[src/hdl/pli_pkg.sv]
// Shared types and constants for the piecewise linear interpolator.
`timescale 1ns / 1ps

package pli_pkg;

	// Width of one Q16.16 value.
	localparam int unsigned VAL_W = 32;
	// Width of the input item payload: index, x, y and query, padded to bytes.
	localparam int unsigned IN_DATA_W = 104;
	// Width of the breakpoint count on the configuration port.
	localparam int unsigned CNT_W = 5;
	// Number of quotient bits, one per divider step.
	localparam int unsigned DIV_STEPS = 32;
	localparam int unsigned DIV_CNT_W = $clog2(DIV_STEPS);

	// Input item kinds carried in tuser.
	localparam logic OP_LOAD = 1'b0;
	localparam logic OP_EVAL = 1'b1;

	// Table read address selection.
	typedef enum logic [1:0] {
		ADDR_LAST = 2'd0,
		ADDR_ZERO = 2'd1,
		ADDR_ONE  = 2'd2,
		ADDR_NEXT = 2'd3
	} addr_sel_t;

	// Commands from the controller to the datapath.
	typedef struct packed {
		logic      wr_en;
		logic      cap_query;
		addr_sel_t addr_sel;
		logic      take_clamp;
		logic      scan_start;
		logic      scan_step;
		logic      scan_stop;
		logic      diff;
		logic      mul;
		logic      div_step;
		logic      finish;
	} cmd_t;

	// Status from the datapath to the controller.
	typedef struct packed {
		logic in_valid;
		logic is_eval;
		logic ge_last;
		logic le_first;
		logic scan_done;
		logic div_done;
		logic out_busy;
	} sts_t;

endpackage

[src/hdl/pli_ctrl.sv]
// Controller state machine for the piecewise linear interpolator.
`timescale 1ns / 1ps

module pli_ctrl (
	input  logic          clk,
	input  logic          arst_n,
	input  pli_pkg::sts_t sts,
	output pli_pkg::cmd_t cmd,
	output logic          in_ready
);

	typedef enum logic [7:0] {
		ST_IDLE      = 8'b0000_0001,
		ST_CHK_LAST  = 8'b0000_0010,
		ST_CHK_FIRST = 8'b0000_0100,
		ST_SCAN      = 8'b0000_1000,
		ST_DIFF      = 8'b0001_0000,
		ST_MUL       = 8'b0010_0000,
		ST_DIV       = 8'b0100_0000,
		ST_FIN       = 8'b1000_0000
	} state_t;

	state_t state_q;
	state_t state_d;

	// State register.
	always_ff @(posedge clk or negedge arst_n) begin
		if (!arst_n) begin
			state_q <= ST_IDLE;
		end else begin
			state_q <= state_d;
		end
	end

	// Next state and command decode.
	always_comb begin
		state_d  = state_q;
		cmd      = '0;
		cmd.addr_sel = pli_pkg::ADDR_NEXT;
		in_ready = 1'b0;
		case (state_q)
			ST_IDLE: begin
				in_ready = 1'b1;
				if (sts.in_valid) begin
					if (sts.is_eval) begin
						cmd.cap_query = 1'b1;
						cmd.addr_sel  = pli_pkg::ADDR_LAST;
						state_d       = ST_CHK_LAST;
					end else begin
						cmd.wr_en = 1'b1;
					end
				end
			end
			ST_CHK_LAST: begin
				cmd.addr_sel = pli_pkg::ADDR_ZERO;
				if (sts.ge_last) begin
					cmd.take_clamp = 1'b1;
					state_d        = ST_FIN;
				end else begin
					state_d = ST_CHK_FIRST;
				end
			end
			ST_CHK_FIRST: begin
				cmd.addr_sel = pli_pkg::ADDR_ONE;
				if (sts.le_first) begin
					cmd.take_clamp = 1'b1;
					state_d        = ST_FIN;
				end else begin
					cmd.scan_start = 1'b1;
					state_d        = ST_SCAN;
				end
			end
			ST_SCAN: begin
				if (sts.scan_done) begin
					cmd.scan_stop = 1'b1;
					state_d       = ST_DIFF;
				end else begin
					cmd.scan_step = 1'b1;
				end
			end
			ST_DIFF: begin
				cmd.diff = 1'b1;
				state_d  = ST_MUL;
			end
			ST_MUL: begin
				cmd.mul = 1'b1;
				state_d = ST_DIV;
			end
			ST_DIV: begin
				cmd.div_step = 1'b1;
				if (sts.div_done) begin
					state_d = ST_FIN;
				end
			end
			ST_FIN: begin
				if (!sts.out_busy) begin
					cmd.finish = 1'b1;
					state_d    = ST_IDLE;
				end
			end
			default: begin
				state_d = ST_IDLE;
			end
		endcase
	end

endmodule

[src/hdl/pli_datapath.sv]
// Datapath of the piecewise linear interpolator: tables, scan, multiply, divide.
`timescale 1ns / 1ps

module pli_datapath #(
	parameter int unsigned MAX_POINTS = 16
) (
	input  logic                            clk,
	input  logic                            arst_n,
	input  logic                            s_tvalid,
	input  logic [pli_pkg::IN_DATA_W-1:0]   s_tdata,
	input  logic                            s_tuser,
	output logic                            m_tvalid,
	input  logic                            m_tready,
	output logic [pli_pkg::VAL_W-1:0]       m_tdata,
	input  logic                            cfg_valid,
	input  logic [pli_pkg::CNT_W-1:0]       cfg_data,
	input  pli_pkg::cmd_t                   cmd,
	output pli_pkg::sts_t                   sts
);

	localparam int unsigned IDX_W = $clog2(MAX_POINTS);
	localparam int unsigned W     = pli_pkg::VAL_W;

	// Input item fields.
	logic        [3:0]   in_index;
	logic signed [W-1:0] in_x;
	logic signed [W-1:0] in_y;
	logic signed [W-1:0] in_query;

	assign in_index = s_tdata[3:0];
	assign in_x     = s_tdata[35:4];
	assign in_y     = s_tdata[67:36];
	assign in_query = s_tdata[99:68];

	// Breakpoint tables.
	logic signed [W-1:0] x_mem [MAX_POINTS];
	logic signed [W-1:0] y_mem [MAX_POINTS];
	logic signed [W-1:0] rd_x_q;
	logic signed [W-1:0] rd_y_q;
	logic [IDX_W-1:0]    rd_addr;
	logic [IDX_W-1:0]    wr_addr;
	logic                wr_ok;

	// Control and working registers.
	logic [IDX_W-1:0]    last_q;
	logic [IDX_W-1:0]    last_d;
	logic [IDX_W-1:0]    idx_q;
	logic signed [W-1:0] query_q;
	logic signed [W-1:0] prev_x_q;
	logic signed [W-1:0] prev_y_q;
	logic signed [W-1:0] cur_x_q;
	logic signed [W-1:0] cur_y_q;
	logic [W-1:0]        num_q;
	logic [W-1:0]        den_q;
	logic [W-1:0]        mag_q;
	logic                neg_q;
	logic [W-1:0]        rem_q;
	logic [W-1:0]        dvd_q;
	logic [pli_pkg::DIV_CNT_W-1:0] div_cnt_q;
	logic [W-1:0]        res_q;
	logic                out_valid_q;

	// Differences for the chosen segment.
	logic [W:0] num_w;
	logic [W:0] den_w;
	logic [W:0] dy_w;
	logic [W:0] mag_w;

	// One restoring division step.
	logic [W:0] trial;
	logic       fits;

	assign wr_addr = IDX_W'(in_index);
	assign wr_ok   = (32'(in_index) < MAX_POINTS);

	// Read address selection.
	always_comb begin
		case (cmd.addr_sel)
			pli_pkg::ADDR_LAST: rd_addr = last_q;
			pli_pkg::ADDR_ZERO: rd_addr = '0;
			pli_pkg::ADDR_ONE:  rd_addr = IDX_W'(1);
			pli_pkg::ADDR_NEXT: rd_addr = idx_q + IDX_W'(1);
			default:            rd_addr = '0;
		endcase
	end

	// Table write on a load item and registered read.
	always_ff @(posedge clk) begin
		if (cmd.wr_en && wr_ok) begin
			x_mem[wr_addr] <= in_x;
			y_mem[wr_addr] <= in_y;
		end
		rd_x_q <= x_mem[rd_addr];
		rd_y_q <= y_mem[rd_addr];
	end

	// Last index in use, clamped from the written count.
	always_comb begin
		if (cfg_data == '0) begin
			last_d = '0;
		end else if (32'(cfg_data) > MAX_POINTS) begin
			last_d = IDX_W'(MAX_POINTS - 1);
		end else begin
			last_d = IDX_W'(cfg_data - pli_pkg::CNT_W'(1));
		end
	end

	always_ff @(posedge clk or negedge arst_n) begin
		if (!arst_n) begin
			last_q <= '0;
		end else if (cfg_valid) begin
			last_q <= last_d;
		end
	end

	// Segment differences and magnitude of the y step.
	always_comb begin
		num_w = {query_q[W-1], query_q} - {prev_x_q[W-1], prev_x_q};
		den_w = {cur_x_q[W-1], cur_x_q} - {prev_x_q[W-1], prev_x_q};
		dy_w  = {cur_y_q[W-1], cur_y_q} - {prev_y_q[W-1], prev_y_q};
		mag_w = dy_w[W] ? (~dy_w + (W+1)'(1)) : dy_w;
	end

	assign trial = {rem_q, dvd_q[W-1]};
	assign fits  = (trial >= {1'b0, den_q});

	// Query capture, scan, multiply and divide registers.
	always_ff @(posedge clk) begin
		if (cmd.cap_query) begin
			query_q <= in_query;
		end
		if (cmd.take_clamp) begin
			prev_y_q <= rd_y_q;
			dvd_q    <= '0;
			neg_q    <= 1'b0;
		end
		if (cmd.scan_start || cmd.scan_step) begin
			prev_x_q <= rd_x_q;
			prev_y_q <= rd_y_q;
		end
		if (cmd.scan_start) begin
			idx_q <= IDX_W'(1);
		end else if (cmd.scan_step) begin
			idx_q <= idx_q + IDX_W'(1);
		end
		if (cmd.scan_stop) begin
			cur_x_q <= rd_x_q;
			cur_y_q <= rd_y_q;
		end
		if (cmd.diff) begin
			num_q <= num_w[W-1:0];
			den_q <= den_w[W-1:0];
			mag_q <= mag_w[W-1:0];
			neg_q <= dy_w[W];
		end
		if (cmd.mul) begin
			{rem_q, dvd_q} <= num_q * mag_q;
			div_cnt_q      <= '0;
		end
		if (cmd.div_step) begin
			rem_q     <= fits ? W'(trial - {1'b0, den_q}) : trial[W-1:0];
			dvd_q     <= {dvd_q[W-2:0], fits};
			div_cnt_q <= div_cnt_q + pli_pkg::DIV_CNT_W'(1);
		end
		if (cmd.finish) begin
			res_q <= neg_q ? (prev_y_q - dvd_q) : (prev_y_q + dvd_q);
		end
	end

	// Output valid flag.
	always_ff @(posedge clk or negedge arst_n) begin
		if (!arst_n) begin
			out_valid_q <= 1'b0;
		end else if (cmd.finish) begin
			out_valid_q <= 1'b1;
		end else if (m_tready) begin
			out_valid_q <= 1'b0;
		end
	end

	assign m_tvalid = out_valid_q;
	assign m_tdata  = res_q;

	// Status toward the controller.
	always_comb begin
		sts.in_valid  = s_tvalid;
		sts.is_eval   = (s_tuser == pli_pkg::OP_EVAL);
		sts.ge_last   = (query_q >= rd_x_q);
		sts.le_first  = (query_q <= rd_x_q);
		sts.scan_done = (idx_q == last_q) || (rd_x_q >= query_q);
		sts.div_done  = (div_cnt_q == pli_pkg::DIV_CNT_W'(pli_pkg::DIV_STEPS - 1));
		sts.out_busy  = out_valid_q && !m_tready;
	end

endmodule

[src/hdl/piecewise_linear_interpolator.sv]
// An evaluate item gives the last y when the query is at or above the last x, the first y
// when it is at or below the first x, and otherwise the value interpolated on the segment
// whose upper breakpoint the scan finds. The input takes the next item only after the result
// is registered, so an evaluate holds the input until then and a load does not; a stalled
// result holds it longer.
// Reset clears control state and sets the count to one; the tables stay unknown until loaded.
`timescale 1ns / 1ps

module piecewise_linear_interpolator #(
	parameter int unsigned MAX_POINTS = 16
) (
	input  logic                          clk,
	input  logic                          arst_n,
	input  logic                          s_tvalid,
	output logic                          s_tready,
	// From bit 0: entry_index[3:0], entry_x[35:4], entry_y[67:36],
	// query_x[99:68], zero padding[103:100].
	input  logic [pli_pkg::IN_DATA_W-1:0] s_tdata,
	// Bit 0: opcode.
	input  logic [0:0]                    s_tuser,
	output logic                          m_tvalid,
	input  logic                          m_tready,
	// Bits 31:0: result_y.
	output logic [pli_pkg::VAL_W-1:0]     m_tdata,
	input  logic                          cfg_valid,
	output logic                          cfg_ready,
	input  logic [pli_pkg::CNT_W-1:0]     cfg_data
);

	pli_pkg::cmd_t cmd;
	pli_pkg::sts_t sts;

	// Configuration writes are always taken.
	assign cfg_ready = 1'b1;

	pli_ctrl u_ctrl (
		.clk      (clk),
		.arst_n   (arst_n),
		.sts      (sts),
		.cmd      (cmd),
		.in_ready (s_tready)
	);

	pli_datapath #(
		.MAX_POINTS (MAX_POINTS)
	) u_datapath (
		.clk       (clk),
		.arst_n    (arst_n),
		.s_tvalid  (s_tvalid),
		.s_tdata   (s_tdata),
		.s_tuser   (s_tuser[0]),
		.m_tvalid  (m_tvalid),
		.m_tready  (m_tready),
		.m_tdata   (m_tdata),
		.cfg_valid (cfg_valid),
		.cfg_data  (cfg_data),
		.cmd       (cmd),
		.sts       (sts)
	);

endmodule

[config.mk]
export PLATFORM = sky130hd
export DESIGN_NAME = piecewise_linear_interpolator
export DESIGN_NICKNAME = d
export VERILOG_FILES = /design/src/hdl/pli_pkg.sv /design/src/hdl/pli_ctrl.sv /design/src/hdl/pli_datapath.sv /design/src/hdl/piecewise_linear_interpolator.sv
export SDC_FILE = /design/constraint.sdc
export NUM_CORES = 2
export LEC_CHECK = 0
export ABC_AREA = 0
export BUFFER_PORTS_ARGS = -buffer_cell sky130_fd_sc_hd__buf_2
export CAP_MARGIN = 20
export CORE_UTILIZATION = 34
export CTS_BUF_LIST = sky130_fd_sc_hd__clkbuf_16
export CTS_CLUSTER_SIZE = 25
export DETAILED_ROUTE_END_ITERATION = 12
export PLACE_DENSITY_LB_ADDON = 0.2
export SLEW_MARGIN = 20
export SYNTH_ARGS = -nofsm -noshare
export SYNTH_HDL_FRONTEND = slang
export SYNTH_SLANG_ARGS = --single-unit
[constraint.sdc]
create_clock -name clk -period 7.3 [get_ports clk]
set_clock_uncertainty 0.1 [all_clocks]
set_input_delay 0 -clock clk [delete_from_list [all_inputs] [get_ports clk]]
set_output_delay 0 -clock clk [all_outputs]
set_load 0.05 [all_outputs]
======== After elaboration in Yosys (flattened, before gate mapping) ========
Memories as Yosys holds them, arrays and structs flattened. A register that Yosys moved wholly into a read port is not among the register bits.
Index checks and enable logic that the tools add are counted.
cells by class
  $add $sub $neg .......................... 10
  multiply operators ...................... 1
  $lt $le $gt $ge ......................... 5
  eq/ne operators ......................... 18
  muxes and demuxes ....................... 48
  bitwise logic cells ..................... 1
  reduce and logical (&&, ||, !) cells .... 12
operators with widths
  cell                     count
  $mux W32                 10
  $sub A32 B32 Y32         4
  $ge A32 B32 Y1           2
  $mul A32 B32 Y64         1
  $pmux W8 S8              1
  $mux W8                  7
  $ge A33 B32 Y1           1
  $sub A32 B32 Y33         1
  $add A32 B1 Y32 const B  1
  $add A32 B32 Y32         1
  $le A32 B32 Y1           1
  $not A32 Y32             1
  $mux W1                  19
  $pmux W4 S4              1
  $mux W4                  3
  $mux W5                  2
  $ne A2 B2 Y1 const B     5
  $eq A8 B1 Y1 const B     1
  $eq A8 B2 Y1 const B     1
  $eq A8 B3 Y1 const B     1
  $eq A8 B4 Y1 const B     1
  $eq A8 B5 Y1 const B     1
  $eq A8 B6 Y1 const B     1
  $eq A8 B7 Y1 const B     1
  other kinds (21)         27
word-level totals
  bits in registers ....................... 375
  memory bits (writable) .................. 1024
  input port bits ......................... 115
  logic and storage cells ................. 114
  memories ................................ 2
memories
  name              depth  width  rd ports  clocked after Yosys merged registers in  write ports  line                source
  u_datapath.x_mem  16     32     1         1                                        1            pli_datapath.sv:36  logic signed [W-1:0] x_mem [MAX_POINTS];
  u_datapath.y_mem  16     32     1         1                                        1            pli_datapath.sv:37  logic signed [W-1:0] y_mem [MAX_POINTS];

======== Longest topological paths before layout ========
  word-level depth ........................ 6
  depth in mapped cells ................... 31
  gate-level depth less buffers ........... 29

======== Modules after synthesis ========
A second synthesis with hierarchy kept.
second synthesis, totals
  cell total of the unflattened synthesis .. 7675
  area total of the unflattened synthesis .. 96755.3 sq um
modules (own cells, without submodules)
  module                         instances  cells each  area each (sq um)  sequential area each (sq um)
  pli_datapath                   1          7603        96108.4            42986.2
  pli_ctrl                       1          70          635.6              201.4
  piecewise_linear_interpolator  1          2           11.3               0.0

======== Worst setup path after synthesis ========
No wires, ideal clock.
  path type ............................... flip-flop to flip-flop
  start point ............................. register u_datapath.mag_q[2]
  end point ............................... register u_datapath.rem_q[28] (data pin)
  library setup time ...................... 264 ps
  arrival time ............................ 7261 ps
  path slack .............................. -325 ps
  cell stages (with the launch flop) ...... 26
  buffers on the path ..................... 1
  period minus slack after synthesis ...... 7625 ps
  path through ............................ edfxtp_1 > clkbuf_1 > and2_1 > fa_1 > inv_1 > fa_1 > fa_1 > fa_1 > inv_1 > fa_1 > fa_1 > fa_1 > fa_1 > ha_1 > a21o_1 > o21bai_1 > a221o_1 > a221o_1 > a221oi_2 > o41ai_1 > a21oi_1 > o21ai_1 > a221oi_2 > xnor2_1 > nand2_1 > o21ai_1
between the ends
  cells in the longest elaborated chain, start to end .. 3
ends and longest elaborated chain
  what                    line                 source
  from (decl)             pli_datapath.sv:55   logic [W-1:0] mag_q;
  from (signal assigned)  pli_datapath.sv:153  mag_q <= mag_w[W-1:0];
  $mul A32 B32 Y64        pli_datapath.sv:157  {rem_q, dvd_q} <= num_q * mag_q;
  $mux W32                pli_datapath.sv:156  if (cmd.mul) begin
  $mux W32                pli_datapath.sv:160  if (cmd.div_step) begin
  to (signal assigned)    pli_datapath.sv:157
  to (signal assigned)    pli_datapath.sv:161  rem_q <= fits ? W'(trial - {1'b0, den_q}) : trial[W-1:0];
  to (decl)               pli_datapath.sv:57   logic [W-1:0] rem_q;
Every way passes these cells. The select of a mux whose other input is x is not followed.
A chain may end at the register's enable or synchronous reset.

======== Worst setup path after layout ========
  start point ............................. register u_datapath.mag_q[3]
  end point ............................... register u_datapath.rem_q[28] (data pin)
The elaborated chain is that of the path after synthesis.

==> metrics.txt <==
CP Max Fanout=11; # rows=roughly 200; io pins=150; clk_lat worst skew=between 0.8 and 0.9 ns; share of layout cells above drive strength 1=11.40%; Area Growth Syn to Fin=17.08%; # setup viols final=33; cell area after layout=114200 µm²; initial antenna violation count=39; Clk pwr share=26.4%; commonest non-fill, non-tap cell in the layout=nand2_1; Mean Syn Cell Area=10.89 µm²; max_cap viols=0; Final Hold Fails=0; fmax=approximately 0.12 GHz; Pint=around 19 mW; WL per Instance=slightly above 20 µm; Sequential Power Share=33.9%; Placed Instances=between 10000 and 15000; CP endpoint kind=flip-flop; footprint of the multi-input gates=around 50000 µm²; CTS buffer count=165; final non-filler cell total=between 10000 and 15000; mapped cell area=between 90000 and 100000 µm²; Post-synth EDFFs=approximately 1400; Tot GR Track Use=19.26%; Die H=537.6 µm; failing checks=setup timing; net count after synthesis=~10000; CTS H-tree lvls=4; Max Slew Vio Count=0; Layout fillers=around 27000; worst min path class=in2reg; WHS=0.05815 ns; Placer Congestion=0.8845; min Tclk post-route=a little over 8 ns; commonest non-fill, non-tap cells in the layout=1652 x nand2_1, 1382 x edfxtp_1, 1095 x inv_1, 872 x fa_1, 567 x and2_1; sequential element share of the synthesized area=44.28%; top_reg_cell synth=edfxtp_1; outcome=finished, violations left; FF-to-FF path depth=26; Yosys warnings=0; RSZ-0062 raised after global routing=yes; Root Driver=clkbuf_16; PnR worst setup slack=-0.7757 ns; Initial DRC Count=~4500; Pre-Repair DR Iteration Count=6; post-synth cell types=94; Crit Path Class=reg2reg; CP Data Arrival Time=approximately 8.5 ns; hpwl dp=between 150000 and 200000 µm; period utilization=110.6%; register bit total from synthesis=1463; CTS tree=built; hold path depth=2; biggest regs=u_datapath.x_mem x512, u_datapath.y_mem x512; Net count, final=10957; Comb pwr share=39.7%; Via Count=between 60000 and 70000; CP startpoint kind=flip-flop; post-route ant nets=0; Clock Tree Buf Depth=4; global-route wire length before repair=about 430000 µm; total power=between 20 and 30 mW; vias per cell=4.983; largest net degree at the start of global routing=between 100 and 150; DRC=0; Worst IR Drop VDD=roughly 0.28 mV; port buffer count=144; full die area=~290000 µm²; Initial Utilization=34.20%; Mapped Cells=between 8000 and 9000; leakage power=roughly 47 nW; Net Sw Frac=36.66%; Worst Tran Pin Value=1.203 ns; GR Overflow Total=0; Critical Path RT=about 7.7 ns; Post-Place Cell Area=106000 µm²; core area=around 290000 µm²; vias in the first global route=just under 70000; WL final=277500 µm; PwrDens=261.2 nW/µm²; Reg area=around 43000 µm²; Clock transition at path regs=0.07 ns; clk sinks=between 1000 and 1500; Die W=537.6 µm; Async SR Flop Fraction=less than 1%; Sw Pwr=approximately 11 mW; Slew HR=a little under a fifth
==> synth_stat cells, types with 25 or more instances <==
cell type / number / share of area (%)
xor2_1: 84 / 0.75
fa_1: 901 / 18
nand2b_1: 50 / 0.32
nor2b_1: 25 / 0.16
o21ai_0: 162 / 0.83
a21oi_1: 240 / 1.2
clkbuf_1: 426 / 1.6
a31oi_1: 88 / 0.56
and2_1: 589 / 3.8
nand3_1: 555 / 2.8
nand2_1: 1660 / 6.4
dfxtp_1: 68 / 1.4
xnor2_1: 182 / 1.6
nor3_1: 48 / 0.25
nor2_1: 178 / 0.69
a311oi_1: 132 / 1.2
inv_1: 1069 / 4.1
o21a_1: 30 / 0.23
and3_1: 87 / 0.56
nand4_1: 37 / 0.24
edfxtp_1: 1382 / 43
o21bai_1: 31 / 0.24
a21o_1: 127 / 0.98
ha_1: 458 / 5.9
==> through the flow <==
step,util [%],setup WS [ns],setup TNS [ns]
final,40.04,-0.7757,-15.14
after global routing,40.04,-0.9934,-23.73
after CTS,39.79,-0.7327,-14.39
after detailed placement,37.16,-0.9104,-16.45
after global placement,37.15,-0.9300,-16.23
after floorplan,-,-0.1536,-0.4814
==> worst max-delay path, stage by stage (launching register included) <==
cell       delay [ns]
edfxtp_1         0.44
buf_4            0.18
clkbuf_16        0.16
and2_1           0.17
fa_1             0.52
inv_1            0.06
fa_1             0.51
fa_2             0.49
fa_1             0.56
inv_1            0.05
fa_1             0.46
fa_2             0.62
fa_1             0.45
fa_1             0.53
ha_4             0.21
a21o_1           0.15
a221o_1          0.33
a221o_1          0.39
a221oi_2         0.25
buf_4            0.20
o41ai_4          0.08
a21oi_2          0.23
o21ai_4          0.10
a221oi_2         0.26
xnor2_1          0.11
nand2_1          0.08
o21ai_1          0.07
==> final cells by class <==
| type | instances | area share (%) |
|---|---|---|
| Multi-Input combinational cell | 5958 | 43.54 |
| Sequential cell | 1463 | 37.82 |
| Timing Repair Buffer | 826 | 6.616 |
| Tap cell | 3762 | 4.122 |
| Clock buffer | 168 | 3.681 |
| Inverter | 1069 | 3.516 |
| Clock inverter | 114 | 0.6925 |
| Antenna cell | 8 | 0.01753 |
==> kinds of logic after synthesis <==
logic type / count (synthesis) / synth area share, %
XOR/XNOR: 267 / 2.405
AO/OA/AOI/OAI: 998 / 6.917
flip-flops: 1463 / 44.28
buffers and inverters: 1539 / 5.956
AND/OR/NAND/NOR: 3313 / 15.86
adder cells (fa/ha/maj): 1361 / 24.39
multiplexers: 18 / 0.1911
other: 1 / 0.003845
==> power by group through the flow <==
stage / Combinational, mW / Sequential [mW] / Clock (mW)
CTS: 11.5 / 10.1 / 8.10
floorplan: 6.73 / 10.1 / 0
global placement: 10.8 / 10.3 / 0
detailed placement: 10.9 / 10.3 / 0
finish: 11.8 / 10.1 / 7.89
global route: 13.0 / 10.1 / 8.37
==> worst paths after layout <==
check / startpoint / slack [ns] / end
max in group asynchronous: arst_n / 6.41 / u_datapath.last_q[3]
setup / recovery: u_datapath.mag_q[3] / -0.78 / u_datapath.rem_q[28]
setup reg to reg: u_datapath.mag_q[3] / -0.78 / u_datapath.rem_q[28]
min in group asynchronous: arst_n / 0.22 / u_datapath.m_tvalid
hold reg to reg: u_datapath.rd_y_q[26] / 0.31 / u_datapath.cur_y_q[26]
hold / removal: s_tdata[45] / 0.06 / u_datapath.y_mem[5][9]
==> what timing repair did <==
action                                  4_1_cts  5_1_grt
endpoints found under the hold margin      1403        0
endpoints found under the setup margin       34       38
gates cloned                                  2        5
hold buffers                                191        0
pin swaps                                    37       82
setup buffers                                14       19
gates resized for setup                     111      117
==> routing by layer <==
metal  wire (µm)  global-route usage (%)
met1      122900                   25.90
met2      134500                   32.65
met3       12360                   2.438
met4        7515                   5.074
met5         221                       0
No activity file was read; power rests on OpenSTA's default activity.
